<file path="src/rtl/fis_pkg.sv">
// ----------------------------------------------------------------------------
// fis_pkg
// shared types and constants of the epipolar inlier scoring block
// ----------------------------------------------------------------------------
package fis_pkg;

  localparam int ACC_W  = 120;
  localparam int MOP_W  = 33;
  localparam int PROD_W = 66;
  localparam int CHI_W  = 24;
  localparam int NUM_W  = 116;
  localparam int DEN_W  = 59;
  localparam int SQ_W   = 92;
  localparam int MN_W   = 64;
  localparam int CFG_W  = 64;
  localparam int F_W    = 32;
  localparam int ISQ_W  = 24;

  localparam logic [CHI_W-1:0] CHI_TH    = 24'd251724;
  localparam logic [CHI_W-1:0] CHI_SCORE = 24'd392626;
  localparam logic [CHI_W-1:0] CHI_MAX   = 24'hFFFFFF;
  localparam logic [CHI_W-1:0] MIN_INLIER_SCORE = 24'd281804;
  localparam logic [57:0]      C_LIMIT   = 58'd1 << 57;

  typedef enum logic [2:0] {
    CFG_ROW1_AB,
    CFG_ROW12_CA,
    CFG_ROW2_BC,
    CFG_ROW3_AB,
    CFG_ROW3_C,
    CFG_INV_SIGMA_SQ
  } fis_cfg_idx_e;

  typedef enum logic [2:0] {
    SH_0,
    SH_24,
    SH_32,
    SH_46,
    SH_64
  } fis_shift_e;

  typedef struct packed {
    logic                    vld;
    logic signed [MOP_W-1:0] opa;
    logic signed [MOP_W-1:0] opb;
    fis_shift_e              sh;
  } fis_mul_req_t;

  typedef struct packed {
    logic                     vld;
    logic signed [PROD_W-1:0] prod;
    fis_shift_e               sh;
  } fis_mul_rsp_t;

  typedef struct packed {
    logic             done;
    logic             sat;
    logic [CHI_W-1:0] quo;
  } fis_div_rsp_t;

endpackage

</file>
<file path="src/rtl/fis_mul.sv">
// ----------------------------------------------------------------------------
// fis_mul
// shared signed multiplier with registered product and shift tag
// ----------------------------------------------------------------------------
module fis_mul (
  input  logic                  clk_i,
  input  logic                  rst_ni,
  input  fis_pkg::fis_mul_req_t req_i,
  output fis_pkg::fis_mul_rsp_t rsp_o
);
  import fis_pkg::*;

  logic                     vld_q;
  logic signed [PROD_W-1:0] prod_q;
  fis_shift_e               sh_q;

  always_ff @(posedge clk_i or negedge rst_ni) begin
    if (!rst_ni) begin
      vld_q <= 1'b0;
    end else begin
      vld_q <= req_i.vld;
    end
  end

  always_ff @(posedge clk_i) begin
    prod_q <= req_i.opa * req_i.opb;
    sh_q   <= req_i.sh;
  end

  assign rsp_o = '{vld: vld_q, prod: prod_q, sh: sh_q};

endmodule

</file>
<file path="config.mk">
export PLATFORM = sky130hd
export DESIGN_NAME = fis_mul
export DESIGN_NICKNAME = d
export VERILOG_FILES = /design/src/rtl/fis_pkg.sv /design/src/rtl/fis_mul.sv
export SDC_FILE = /design/constraint.sdc
export NUM_CORES = 2
export LEC_CHECK = 0
export ABC_AREA = 1
export BUFFER_PORTS_ARGS = -buffer_cell sky130_fd_sc_hd__buf_2
export CORE_MARGIN = 2
export CORE_UTILIZATION = 45
export CTS_BUF_LIST = sky130_fd_sc_hd__clkbuf_2 sky130_fd_sc_hd__clkbuf_4 sky130_fd_sc_hd__clkbuf_8
export CTS_CLUSTER_DIAMETER = 100
export CTS_CLUSTER_SIZE = 20
export DETAILED_ROUTE_END_ITERATION = 8
export SLEW_MARGIN = 30
export SYNTH_ARGS = -nofsm -noshare
export SYNTH_HDL_FRONTEND = slang
export SYNTH_SLANG_ARGS = --single-unit
</file>
<file path="constraint.sdc">
create_clock -name clk_i -period 0.8 [get_ports clk_i]
set_clock_uncertainty 0.15 [all_clocks]
set_input_delay 0.12 -clock clk_i [delete_from_list [all_inputs] [get_ports clk_i]]
set_output_delay 0.12 -clock clk_i [all_outputs]
set_load 0.05 [all_outputs]
</file>
# Word level (Yosys, flattened, before mapping)
# Index checks and enable logic that the tools add are counted.
op_classes:
  mul: 1
ops:
  columns: ["operator", "count"]
  rows:
  - ["multiplier 33 x 33 -> 66 bit", 1]
word_totals:
  reg_bits: 70
  in_bits: 72
  word_cells: 4

# Logic depth before layout (Yosys ltp)
logic_depth:
  ltp_word: 1
  mapped_depth: 34
  depth_no_buf: 32

# Worst setup path after synthesis
# No wires, ideal clock.
synth_timing:
  path_kind: "in2reg"
  start: "input req_i[68] in the netlist's numbering"
  end: "register prod_q[60]"
  setup_ns: 0.113
  arrival_time_ns: 6.763
  required_time_ns: 0.537
  slack_ns: -6.226
  stages: 23
  path_cell_list: "clkbuf_1 -> clkbuf_1 -> nand2_1 -> inv_1 -> fa_1 -> fa_1 -> fa_1 -> fa_1 -> inv_1 -> fa_1 -> fa_1 -> fa_1 -> fa_1 -> inv_1 -> ha_1 -> nand2_1 -> nor2_1 -> inv_1 -> nor3_1 -> nand2_1 -> and2_0 -> nand4_1 -> nand2_1"
synth_between:
  elab_chain_len: 1
synth_lines:
  columns: ["element", "line_no", "rtl"]
  rows:
  - ["from (decl)", "fis_mul.sv:8", "input fis_pkg::fis_mul_req_t req_i,"]
  - ["multiplier 33 x 33 -> 66 bit", "fis_mul.sv:26", "prod_q <= req_i.opa * req_i.opb;"]
  - ["to (signal assigned)", "fis_mul.sv:26", null]
  - ["to (decl)", "fis_mul.sv:14", "logic signed [PROD_W-1:0] prod_q;"]
# No other way between the ends.

# Final worst setup path
layout_timing:
  start: "input req_i[68] in the netlist's numbering"
  end: "register prod_q[50]"
# The elaborated chain is that of the path after synthesis.

==> qor.log <==
[floorplan] Core Area 0.0952 mm^2
[cts] clock tree from TritonCTS built
[placement] cell total after placement 7173
[yosys] number of enable flip-flop cells after synthesis 0
[detailed_routing] total number of vias 35500
[yosys] synth warn 0
[global_route] All-Layer GR Usage 0.280
[worst_setup_path] Crit path largest cell delay 0.62 ns
[outcome] status finished, violations left
[cts] H-tree depth 3
[global_route] wire length of the first global-routing pass 212000 um
[hold_path] Worst Hold Endpoint vld_q
[global_route] via count of the first global-routing pass 38600
[detailed_routing] average detailed-routed wire length per instance 18.4 um
[hold_path] hold path startpoint req_i[69]
[timing] Max-Slew Margin vs Limit 0.750
[yosys] cell type with the highest aggregate area in the netlist sky130_fd_sc_hd__fa_1
[yosys] Cell Area, Synth 0.0433 mm^2
[worst_setup_path] critical path fanouts, max 7
[yosys] Synth top area share 0.530
[placement] sum of net half-perimeters after detailed placement 114000 um
[cells_and_area] share of the core filled with cells 0.606
[timing] portion of the clock cycle consumed by the worst path in the final layout 7.93
[yosys] syn nets 6982
[worst_setup_path] sum of buffers and inverters on the critical path 11
[detailed_routing] drt total wl 135000 um
[timing] worst setup margin -5.54 ns
[placement] number of buffers added on ports 141
[detailed_routing] count of nets left with antenna violations after detail routing 0
[timing] min Tclk post-route 6.34 ns
[yosys] most frequently used flop master after synthesis sky130_fd_sc_hd__dfxtp_1
[cells_and_area] count of nets after finishing 7520
[placement] Placement Setup Slack -6.24 ns
[yosys] most numerous cell in the Yosys netlist sky130_fd_sc_hd__inv_1
[cells_and_area] share of layout cells above drive strength 1 0.301
[floorplan] number of rows created at floorplan 113
[yosys] xor-xnor portion of the synthesized cell area 0.00830
[yosys] average cell area after synthesis 7.80 um^2
[hold_path] path class of the lowest-slack min-delay path input pin to register
[worst_setup_path] CP max-delay cell sky130_fd_sc_hd__fa_2
[yosys] adder-cell share of the synthesized area 0.593
[timing] setup repair after global routing missed its margin yes
[detailed_routing] DRC 0
[cells_and_area] number of standard cells in the layout, taps in and fillers out 7356
[yosys] Gate Count Post-Synth 5548
[timing] FMAX 158 MHz
[floorplan] I/O pin count 142
[cells_and_area] Antenna Cells 0
[cts] Reg clk slew, reported paths 0.09 ns
[floorplan] Starting Density 0.455
[worst_setup_path] kind of start point of the critical path input pin
[floorplan] area of the die 0.0986 mm^2
[yosys] share of synthesized cell area in and, or, nand and nor gates 0.166
[hold_path] Worst Hold Path Cells 2
[global_route] overall overflow remaining after global route 0
[floorplan] x dimension of the die 314 um
[yosys] largest cells by area after synthesis sky130_fd_sc_hd__fa_1 53%, sky130_fd_sc_hd__inv_1 16%, sky130_fd_sc_hd__nand2_1 13%
[cts] number of buffers on the longest clock path 2
[outcome] failing checks negative setup slack
[yosys] combinational family with the most area after synthesis adder cells
[worst_setup_path] most numerous cell on the critical path sky130_fd_sc_hd__fa_1
[yosys] Synth async-reset ratio 0.0143
[worst_setup_path] crit-path leading delay family adder cells
[timing] final-report hold violation count 0
[worst_setup_path] Critical Path AT 6.49 ns
[cts] number of sinks driven by the clock tree 70
[detailed_routing] per-cell via count in the routed design 4.82
[worst_setup_path] Worst setup EP type register
[detailed_routing] number of detailed-route iterations in the first pass 5
[cells_and_area] number of filler cells placed in the layout 8117
[cts] CTS root buf sky130_fd_sc_hd__clkbuf_8
[placement] global placement routability congestion 0.927
[timing] number of setup violations in the final report 136
[worst_setup_path] Critical Setup Path Class input pin to register
[yosys] portion of netlist area occupied by mux cells 0
[timing] max-slew violation count 0
[yosys] compound-gate portion of the synthesized area 0.0137
[yosys] most frequent cells after synthesis 1894 x sky130_fd_sc_hd__inv_1, 1517 x sky130_fd_sc_hd__nand2_1, 1145 x sky130_fd_sc_hd__fa_1
[cells_and_area] post-synthesis to final-layout area growth 33.3%
[flow_run] Maximum Capacitance Violations 0
[yosys] library cells used by synthesis 37
[timing] actual slew at the worst max-slew pin 0.374 ns
[yosys] share of the yosys chip area belonging to registers 0.0325
[yosys] flops & latches, synth 70
[worst_setup_path] worst endpoint required time 0.94 ns
[detailed_routing] detailed router's first-iteration violation count 1934
[global_route] maximum number of pins on one net before global-route repair 22
[global_route] antenna violations before repair 4
[cts] number of buffers added by the clock tree synthesis step 9
[floorplan] Die Height 314 um
-- flip-flops by register name (all words and copies together), names as in the netlist --
| register | count |
|---|---|
| vld_q | 1 |
| sh_q | 3 |
| prod_q | 66 |
-- per-layer routing --
metal	GRT usage	vias to the layer above	routed length (um)
met3	0.0289	280	6890
li1	-	16100	-
met5	0	-	30
met1	0.352	18000	53000
met4	0.0887	4	5460
met2	0.504	1076	69800
-- per-stage QoR --
stage                     area [um^2]  hold slack [ns]  setup TNS, ns
after floorplan                 46200           -0.326        -307.49
final                           57700            0.187        -342.15
after CTS                       55000            0.171        -346.00
after global routing            57700            0.163        -353.52
after detailed placement        50700           -0.254        -360.76
after global placement          50700           -0.255        -359.83
-- final cells by class --
class,instances,area (um^2),area share
clock inverter,6,92.6,0.00160
timing repair buffer,791,8780,0.152
sequential,70,1520,0.0264
inverter,1895,7170,0.124
tap,1265,1580,0.0274
clock buffer,10,138,0.00239
multi-input combinational,3319,38400,0.666
-- cell families after synthesis --
| kind of cell | count (synthesis) |
|---|---|
| buf+inv | 2159 |
| flops | 70 |
| fa+ha+maj | 1362 |
| simple gates | 1810 |
| xor+xnor | 41 |
| compound gates | 106 |
-- timing repair --
item,4_1_cts,5_1_grt
gates resized for setup,813,662
setup endpoints to repair,136,136
hold endpoints to repair,5,0
gates cloned,14,2
setup buffers,99,63
hold buffers,6,0
pin swaps,397,388
-- worst max-delay path by stage --
stage,start,end,slack [ns],depth (start not counted)
3_5_place_dp,req_i[14],prod_q[60],-6.24,22
4_1_cts,req_i[68],prod_q[50],-5.48,28
6_report,req_i[68],prod_q[50],-5.54,28
3_3_place_gp,req_i[9],prod_q[60],-6.24,26
5_1_grt,req_i[68],prod_q[50],-5.69,27
2_1_floorplan,req_i[68],prod_q[64],-5.70,24
-- layout by cell type, fill, tap and decap left out, types with 19 or more instances in the layout --
cell type / n
sky130_fd_sc_hd__inv_1: 1670
sky130_fd_sc_hd__nand2_1: 1252
sky130_fd_sc_hd__fa_1: 1058
sky130_fd_sc_hd__buf_4: 417
sky130_fd_sc_hd__inv_2: 206
sky130_fd_sc_hd__nand2_2: 175
sky130_fd_sc_hd__buf_6: 131
sky130_fd_sc_hd__ha_1: 111
sky130_fd_sc_hd__buf_12: 110
sky130_fd_sc_hd__ha_4: 106
sky130_fd_sc_hd__nand2_4: 96
sky130_fd_sc_hd__buf_8: 94
sky130_fd_sc_hd__fa_2: 87
sky130_fd_sc_hd__nor2_4: 75
sky130_fd_sc_hd__nor2_1: 59
sky130_fd_sc_hd__dfxtp_2: 58
sky130_fd_sc_hd__a21oi_2: 36
sky130_fd_sc_hd__nand3_2: 31
sky130_fd_sc_hd__nand3_1: 27
sky130_fd_sc_hd__a21oi_4: 21
sky130_fd_sc_hd__nand3_4: 20
sky130_fd_sc_hd__nor2_2: 20
sky130_fd_sc_hd__nand4_1: 19
Power is left out: the tool's default activity adds up to more than one toggle a clock period on the data nets, which glitch-free logic cannot reach.
