**src/rtl/fis_pkg.sv**
```systemverilog
// ----------------------------------------------------------------------------
// fis_pkg
// shared types and constants of the epipolar inlier scoring block
// ----------------------------------------------------------------------------
package fis_pkg;

  localparam int ACC_W  = 120;
  localparam int MOP_W  = 33;
  localparam int PROD_W = 66;
  localparam int CHI_W  = 24;
  localparam int NUM_W  = 116;
  localparam int DEN_W  = 59;
  localparam int SQ_W   = 92;
  localparam int MN_W   = 64;
  localparam int CFG_W  = 64;
  localparam int F_W    = 32;
  localparam int ISQ_W  = 24;

  localparam logic [CHI_W-1:0] CHI_TH    = 24'd251724;
  localparam logic [CHI_W-1:0] CHI_SCORE = 24'd392626;
  localparam logic [CHI_W-1:0] CHI_MAX   = 24'hFFFFFF;
  localparam logic [CHI_W-1:0] MIN_INLIER_SCORE = 24'd281804;
  localparam logic [57:0]      C_LIMIT   = 58'd1 << 57;

  typedef enum logic [2:0] {
    CFG_ROW1_AB,
    CFG_ROW12_CA,
    CFG_ROW2_BC,
    CFG_ROW3_AB,
    CFG_ROW3_C,
    CFG_INV_SIGMA_SQ
  } fis_cfg_idx_e;

  typedef enum logic [2:0] {
    SH_0,
    SH_24,
    SH_32,
    SH_46,
    SH_64
  } fis_shift_e;

  typedef struct packed {
    logic                    vld;
    logic signed [MOP_W-1:0] opa;
    logic signed [MOP_W-1:0] opb;
    fis_shift_e              sh;
  } fis_mul_req_t;

  typedef struct packed {
    logic                     vld;
    logic signed [PROD_W-1:0] prod;
    fis_shift_e               sh;
  } fis_mul_rsp_t;

  typedef struct packed {
    logic             done;
    logic             sat;
    logic [CHI_W-1:0] quo;
  } fis_div_rsp_t;

endpackage

```
**src/rtl/fis_div.sv**
```systemverilog
// ----------------------------------------------------------------------------
// fis_div
// restoring divider, one quotient bit per cycle, for the chi value
// ----------------------------------------------------------------------------
module fis_div (
  input  logic                         clk_i,
  input  logic                         rst_ni,
  input  logic                         start_i,
  input  logic [fis_pkg::NUM_W-1:0]    num_i,
  input  logic [fis_pkg::DEN_W-1:0]    den_i,
  output fis_pkg::fis_div_rsp_t        rsp_o
);
  import fis_pkg::*;

  localparam int DV_W = DEN_W + 32;

  logic              busy_q;
  logic              done_q;
  logic [4:0]        cnt_q;
  logic              sat_q;
  logic [CHI_W-1:0]  quo_q;
  logic [NUM_W-1:0]  rem_q;
  logic [DV_W-1:0]   dv_q;
  logic              ge;

  assign ge = rem_q >= NUM_W'(dv_q);

  always_ff @(posedge clk_i or negedge rst_ni) begin
    if (!rst_ni) begin
      busy_q <= 1'b0;
      done_q <= 1'b0;
      cnt_q  <= '0;
    end else begin
      done_q <= 1'b0;
      if (start_i) begin
        busy_q <= 1'b1;
        cnt_q  <= 5'd24;
      end else if (busy_q) begin
        if (cnt_q == 5'd24) begin
          if (ge) begin
            busy_q <= 1'b0;
            done_q <= 1'b1;
          end else begin
            cnt_q <= 5'd23;
          end
        end else if (cnt_q == '0) begin
          busy_q <= 1'b0;
          done_q <= 1'b1;
        end else begin
          cnt_q <= cnt_q - 5'd1;
        end
      end
    end
  end

  always_ff @(posedge clk_i) begin
    if (start_i) begin
      rem_q <= num_i;
      dv_q  <= {den_i, 32'b0};
      sat_q <= 1'b0;
      quo_q <= '0;
    end else if (busy_q) begin
      if (cnt_q == 5'd24) begin
        sat_q <= ge;
        dv_q  <= dv_q >> 1;
      end else begin
        if (ge) begin
          rem_q <= rem_q - NUM_W'(dv_q);
        end
        quo_q <= {quo_q[CHI_W-2:0], ge};
        dv_q  <= dv_q >> 1;
      end
    end
  end

  assign rsp_o = '{done: done_q, sat: sat_q, quo: quo_q};

endmodule

```
**config.mk**
```make
export PLATFORM = sky130hd
export DESIGN_NAME = fis_div
export DESIGN_NICKNAME = d
export VERILOG_FILES = /design/src/rtl/fis_pkg.sv /design/src/rtl/fis_div.sv
export SDC_FILE = /design/constraint.sdc
export NUM_CORES = 1
export LEC_CHECK = 0
export BUFFER_PORTS_ARGS = -buffer_cell sky130_fd_sc_hd__buf_4
export CAP_MARGIN = 5
export CORE_MARGIN = 2
export CORE_UTILIZATION = 51
export CTS_CLUSTER_SIZE = 8
export DETAILED_ROUTE_END_ITERATION = 10
export GPL_ROUTABILITY_DRIVEN = 0
export PLACE_DENSITY = 0.71
export RECOVER_POWER = 100
export SLEW_MARGIN = 20
export SYNTH_ARGS = -nofsm -noshare
export SYNTH_HDL_FRONTEND = slang
export SYNTH_SLANG_ARGS = --single-unit
export TNS_END_PERCENT = 100
```
**constraint.sdc**
```tcl
create_clock -name clk_i -period 6.1 [get_ports clk_i]
set_input_delay 0.915 -clock clk_i [delete_from_list [all_inputs] [get_ports clk_i]]
set_output_delay 0.915 -clock clk_i [all_outputs]
set_load 0.05 [all_outputs]
```
-- Word level (Yosys, flattened, before mapping)
Index checks and enable logic that the tools add are counted.
- bits in registers: 239
- input port bits: 178
- output and inout bits: 26
- logic and storage cells: 44
- add/subtract/negate cells: 2
- $lt $le $gt $ge: 1
- equality and inequality tests: 4
- mux-type cells: 21
- bitwise operators: 1
- reduce and logical (&&, ||, !) cells: 7
- operators with widths (kind ; number):
    $mux 116 ; 4
    $mux 91 ; 2
    $ge 116x91->1 ; 1
    $sub 116x91->116 ; 1
    $mux 5 ; 5
    $mux 1 ; 10
    $reduce_and 3->1 ; 2
    $eq 5x5->1 const B ; 1
    $logic_not 5->1 ; 1
    $sub 5x1->5 const B ; 1
    $reduce_and 2->1 ; 2
    $reduce_bool 2->1 ; 2
    $ne 3x2->1 const B ; 1
    $ne 3x3->1 const B ; 1
    $ne 2x2->1 const B ; 1
    $not 1->1 ; 1

-- Logic depth before layout (Yosys ltp)
Gate-level depths: netlist of the first run.
- depth in word-level cells: 5
- depth in mapped cells: 14
- depth with buffers taken out: 14

-- Worst setup path before layout of the first run
OpenSTA, ideal clock, no wires.
- path type: register to register
- start point: register rem_q[0]
- end point: register rem_q[0], enable pin
- arrival time: 4.732 ns
- required time: 5.621 ns
- slack: 0.889 ns
- stages on the path, launching flop included: 14
- path buffers: 0
- cell sequence: edfxtp_1 inv_1 ha_1 fa_1 nand2b_1 a21oi_2 o21ai_1 a211oi_2 nor3_1 a21boi_2 a21oi_1 o21ai_1 nand2_1 nand2_1
- word-level cells in the longest chain between the ends: 3
- RTL lines (item ; RTL line ; RTL):
    start, declared ; fis_div.sv:22 ; logic [NUM_W-1:0] rem_q;
    start signal, assigned ; fis_div.sv:58 ; rem_q <= num_i;
    start signal, assigned ; fis_div.sv:68 ; rem_q <= rem_q - NUM_W'(dv_q);
    $ge 116x91->1 ; fis_div.sv:26 ; assign ge = rem_q >= NUM_W'(dv_q);
    $reduce_bool 2->1 (no source line) ; -- ;
    $reduce_and 3->1 (no source line) ; -- ;
No other way between the ends.
A chain may end at the register's enable or synchronous reset.

-- Worst setup path after layout of the first run
- start point: register rem_q[0]
- end point: register rem_q[67], enable pin
Same word-level chain as after synthesis.

==> results of run 1 <==
==> synth_stat cells (6+ instances only) <==
master    count
clkbuf_1     76
or3_1         7
mux2_2        6
dfrtp_1       7
xnor2_1      52
o21ai_1      36
a211oi_1      6
nor2b_1       9
nand2b_1     15
a31oi_1      11
a21oi_1     147
o21a_1       13
or2_2         6
o21ai_0     208
and4_1        6
nor3_1       37
a21o_1       36
dfxtp_1      57
nor2_1      133
nand3_1      21
a21oi_2       8
and2_1        6
ha_1         93
nor3b_1       7
mux2i_1      34
and3_1        8
inv_1       115
xor2_1       53
o21bai_1     17
nand2_1     404
nor4_1       13
nand4_1      44
o211ai_1      9
edfxtp_1    175
buf_2        25
==> state kept, by name (all words and copies together) (netlist names) <==
name / cells
rem_q: 116
dv_q: 91
quo_q: 24
cnt_q: 5
busy_q: 1
done_q: 1
sat_q: 1
==> cell families (layout without fill, tap and decap cells) <==
logic type               after synthesis  in the layout  synth area share
flip-flops                           239            239             0.395
XOR/XNOR                             105            105            0.0553
AND/OR/NAND/NOR                      737            737             0.197
AO/OA/AOI/OAI                        557            557             0.202
buffers and inverters                227            389            0.0551
adder cells (fa/ha/maj)               94             94            0.0712
multiplexers                          40             40            0.0245
==> metal layers <==
metal | wire (um) | track usage | vias up
met4 | 1200 | 0.0806 | 0
li1 | - | - | 7350
met2 | 20900 | 0.433 | 580
met3 | 2880 | 0.0364 | 94
met1 | 20000 | 0.356 | 7033
met5 | 0 | 0 | -
==> final cells by class <==
class / count / area, um2
Tap cell: 442 / 553
Inverter: 117 / 439
Timing Repair Buffer: 208 / 1480
Multi-Input combinational cell: 1533 / 9060
Fill cell: 2983 / 13200
Sequential cell: 239 / 6570
Clock buffer: 61 / 973
Clock inverter: 3 / 26.3
==> placed cells by master (no fill, tap or decap), types with 53 or more instances in the layout <==
cell / instances
nand2_1: 403
o21ai_0: 229
buf_4: 178
edfxtp_1: 175
a21oi_1: 150
nor2_1: 134
inv_1: 115
ha_1: 93
dfxtp_1: 57
xor2_1: 53
clkbuf_1: 53
==> worst max-delay path, delay by kind of cell, from the launching register on <==
family          cells  cell delay, ns
compound gates      6            1.85
simple gates        4            1.03
fa+ha+maj           2            0.63
buf+inv             2            0.62
flops               1            0.32
==> power groups by stage <==
| stage | logic [mW] | registers, mW | clock network, mW |
|---|---|---|---|
| after floorplan | 5.15 | 2.90 | 0 |
| after global placement | 6.57 | 2.94 | 0 |
| after detailed placement | 6.65 | 2.98 | 0 |
| after CTS | 6.71 | 2.95 | 1.83 |
| after global routing | 7.46 | 3.02 | 1.90 |
| final | 6.76 | 2.96 | 1.80 |
==> metrics by stage <==
step | total power, mW | utilization | cells
after global routing | 12.4 | 0.592 | 2603
after global placement | 9.51 | 0.567 | 2539
final | 11.5 | 0.592 | 2603
after detailed placement | 9.63 | 0.567 | 2539
after CTS | 11.5 | 0.598 | 2603
after floorplan | 8.05 | - | 1999
==> worst paths after layout <==
| check | start | to | slack [ns] | cells past startpoint |
|---|---|---|---|---|
| min in group clk_i | quo_q[23] | quo_q[23] | 0.46 | 2 |
| worst min register to register | quo_q[23] | quo_q[23] | 0.46 | 2 |
| worst min-delay path | rst_ni | done_q | 0.30 | 1 |
| max in group asynchronous | rst_ni | cnt_q[3] | 5.51 | 1 |
| worst max register to register | rem_q[0] | rem_q[67] | 1.26 | 14 |
| worst max-delay path | rem_q[0] | rem_q[67] | 1.26 | 14 |
==> impl_metrics.json, run 1 <==
{
  "clock_latency_ns": 0.51,
  "post-cts-setup-buffers": 0,
  "grt_pass1_vias": 14300,
  "routedWlPerCell_um": 17.3,
  "fin_skew_ns": 0.0171,
  "cp_cell_sequence": "inv_1, ha_1, fa_1, nand2b_1, a21oi_1, o21ai_0, a211oi_1, nor3_1, a21boi_0, a21oi_1, o21ai_0, nand2_1, nand2_4, buf_4",
  "syn_inst": 1999,
  "cts_tree": "done",
  "viasPerCell": 5.78,
  "postPlaceCellArea_um2": 18300,
  "slowest_delay_ns": 0.58,
  "avgSynthCellArea_um2": 8.32,
  "setup_tns_ns": 0,
  "synth_top_area_frac": 0.316,
  "overflow": 0,
  "grt_pass1_wl_um": 72100,
  "clkTransAtPathRegs_ns": 0.06,
  "grt_max_degree": 279,
  "floorplan.die_area_um2": 34100,
  "postCtsResizedCells": 0,
  "final_layout_size_suffix_gt1_frac": 0.114,
  "area_growth_pct": 14.9,
  "fin_ws_ns": 1.26,
  "dp_slack_ns": 1.77,
  "antennaDiodeCount": 0,
  "ys_types": 87,
  "core_um2": 32300,
  "num_io_pins": 204,
  "cts.path.max_buffers": 3,
  "drc": 0,
  "ctsHtreeMaxLevel": 2,
  "antenna_left": 0,
  "power_density_nw_per_um2": 603,
  "endpoint_kind": "register",
  "crit_slowest_cell": "nand2_4",
  "start_kind": "register",
  "path_max_fanout": 52,
  "dp_hpwl_um": 33400,
  "num_vias": 15100,
  "fin_crit_sh": 0.793,
  "die_x_um": 185,
  "max_freq_mhz": 207,
  "worst-setup-path-type": "register to register",
  "post-route-cell-area_um2": 19100,
  "yosys-top-cells-area": "edfxtp_1 32%, nand2_1 9.1%, ha_1 7.0%, dfxtp_1 6.9%, o21ai_0 6.3%",
  "power.share.clock": 0.157,
  "yosysWarnings": 0,
  "antenna_found_initial": 0,
  "cp_data_required_time_ns": 6.24,
  "rsz0062_at_grt": "false",
  "hp-class": "input pin to async pin",
  "die-height_um": 185,
  "wl_um": 45000,
  "p_sw_frac": 0.466,
  "synthArstFlopShare": 0.0293,
  "syn-num-nets": 2271,
  "drtPass1Iterations": 6,
  "synth-edff-count": 175,
  "max-slew-margin-rel": 0.127,
  "final_nets": 2406,
  "synthFlopType": "edfxtp_1",
  "yosys.area.top_type": "edfxtp_1",
  "power_frac_comb": 0.587,
  "cp.arrival_ns": 4.98,
  "power.share.sequential": 0.257,
  "finalHoldViolCount": 0,
  "grtUsageTotal": 0.262,
  "clock_sinks": 239,
  "synth.cell_area_um2": 16600,
  "cts_root_buf": "clkbuf_16",
  "p_leak_nw": 7.81,
  "worstMarginPinSlew_ns": 1.28,
  "layout_min_cycle_time_ns": 4.84,
  "synth-seq-area-share": 0.395,
  "ys_ff_latch": 239,
  "ctsHoldBuffers": 0,
  "internal_power_mw": 6.16,
  "slew_violations": 0,
  "fin_hold_ws_ns": 0.297,
  "cap_viol_max_count": 0,
  "setup_violations": 0,
  "io_buffers": 203,
  "cts_buffers": 35,
  "start_util": 0.515,
  "status": "complete, no violations",
  "vdd_drop_max_mv": 0.256,
  "fp-row-count": 66,
  "dr.first_iter.drc_count": 1459,
  "p_sw_mw": 5.36
}
No activity file was read; power rests on OpenSTA's default activity.
==> run 2: changes to the inputs <==
- clock period: 6.1 -> 4.9 ns (I/O delays scaled with it)
==> impl_metrics.json, run 2 (synthesis results as in run 1) <==
{
  "status": "finished with violations",
  "postCtsResizedCells": 0,
  "power_mw": 14.4,
  "largestRegisters": "rem_q: 116 flops, dv_q: 91 flops, quo_q: 24 flops",
  "cts.path.max_buffers": 3,
  "fin_crit_sh": 0.880,
  "antenna_found_initial": 0,
  "viasPerCell": 5.74,
  "final_cells": 2607,
  "num_vias": 15000,
  "dp.cells": 2544,
  "setup_tns_ns": 0,
  "cap_viol_max_count": 5,
  "finalHoldViolCount": 0,
  "endpoint_kind": "register",
  "drtPass1Iterations": 6,
  "max_freq_mhz": 232,
  "final_common_cell": "nand2_1",
  "violations": "capacitance limit, slew limit",
  "grtUsageTotal": 0.264,
  "vdd_drop_max_mv": 0.295,
  "post-route-util": 0.594,
  "worst-path-buf-inv": 1,
  "fin_ws_ns": 0.590,
  "cp.arrival_ns": 4.55,
  "dr.first_iter.drc_count": 1464,
  "antenna_left": 0,
  "max-slew-margin-rel": -1.23,
  "hp-class": "input pin to async pin",
  "wl_um": 45300,
  "antennaDiodeCount": 0,
  "cts_buffers": 35,
  "setup_violations": 0,
  "slew_violations": 427,
  "final_cell_mix": "403 x nand2_1, 227 x o21ai_0, 179 x buf_4, 175 x edfxtp_1, 150 x a21oi_1",
  "use_met2": 0.443,
  "grtUsageMet3": 0.0340,
  "num_io_pins": 204,
  "critical_path.most_common_cell": "o21ai_0",
  "worstMarginPinSlew_ns": 3.34,
  "post-route-cell-area_um2": 19200,
  "cp_data_required_time_ns": 5.14,
  "area_growth_pct": 15.3,
  "grt_pass1_vias": 14500,
  "drc": 0,
  "clock_sinks": 239,
  "ctsHtreeMaxLevel": 2,
  "final_nets": 2411,
  "overflow": 0,
  "top_usage_layer": "met2",
  "dp_hpwl_um": 33700,
  "worst-setup-path-type": "register to register",
  "cts_root_buf": "clkbuf_16",
  "cp_cell_sequence": "inv_1, ha_1, a21oi_1, o21ai_0, and4_1, nor4_1, o21a_1, a2111oi_4, nor2_1, o21ai_0, a31oi_1, a21boi_1, o31a_1",
  "crit_family": "compound AO/OA/AOI/OAI gates",
  "path_max_fanout": 7,
  "ctsHoldBuffers": 0,
  "routedWlPerCell_um": 17.4,
  "rsz0062_at_grt": "false",
  "die_x_um": 185,
  "grt_pass1_wl_um": 72500,
  "dp_slack_ns": 0.909,
  "top_register": "rem_q",
  "clock_latency_ns": 0.50,
  "crit_slowest_cell": "a31oi_1",
  "slowest_delay_ns": 0.66,
  "largest_register_ffs": 116,
  "fp-row-count": 66,
  "floorplan.die_area_um2": 34100,
  "cts_tree": "done",
  "io_buffers": 203,
  "met1_usage": 0.354,
  "grt_max_degree": 125,
  "fin_skew_ns": 0.0111,
  "power_density_nw_per_um2": 753,
  "clkTransAtPathRegs_ns": 0.05,
  "final_layout_size_suffix_gt1_frac": 0.116,
  "start_kind": "register",
  "core_um2": 32300,
  "start_util": 0.515,
  "die-height_um": 185,
  "p_leak_nw": 7.84,
  "post-cts-setup-buffers": 0,
  "layout_min_cycle_time_ns": 4.31,
  "postPlaceCellArea_um2": 18300,
  "fin_hold_ws_ns": 0.122
}
-- run 2: per-layer routing --
layer  part of all wire  vias up  wire (um)
met2               0.47      544      21100
met3              0.061      112       2750
met4              0.033        0       1510
met1               0.44     6969      19900
met5                  0        -          0
li1                   -     7351          -
-- run 2: power breakdown --
part	switching, mW	internal, mW	total [mW]	leakage [nW]
clock	0.882	1.40	2.28	0.487
sequential	0.439	3.25	3.69	2.39
combinational	5.36	3.11	8.47	4.97
-- run 2: worst paths after layout --
path | start | to | slack [ns] | cells past startpoint
setup / recovery | dv_q[7] | rem_q[98] | 0.59 | 13
hold / removal | rst_ni | cnt_q[2] | 0.12 | 1
setup reg to reg | dv_q[7] | rem_q[98] | 0.59 | 13
hold reg to reg | quo_q[8] | quo_q[9] | 0.46 | 2
max in group asynchronous | rst_ni | busy_q | 4.47 | 1
min in group clk_i | quo_q[8] | quo_q[9] | 0.46 | 2
-- run 2: worst reg2reg max path, stage by stage, from the launching register on --
cell and delay, ns:
dfxtp_1 0.35, inv_1 0.05, ha_1 0.35, a21oi_1 0.31
o21ai_0 0.14, and4_1 0.23, nor4_1 0.45, o21a_1 0.45
a2111oi_4 0.14, nor2_1 0.22, o21ai_0 0.27, a31oi_1 0.66
a21boi_1 0.14, o31a_1 0.29
-- run 2: final cells by class --
cell class / count / area [um2]
Tap cell: 442 / 553
Inverter: 117 / 439
Sequential cell: 239 / 6580
Timing Repair Buffer: 213 / 1500
Clock buffer: 63 / 1020
Multi-Input combinational cell: 1533 / 9080
Fill cell: 2990 / 13100
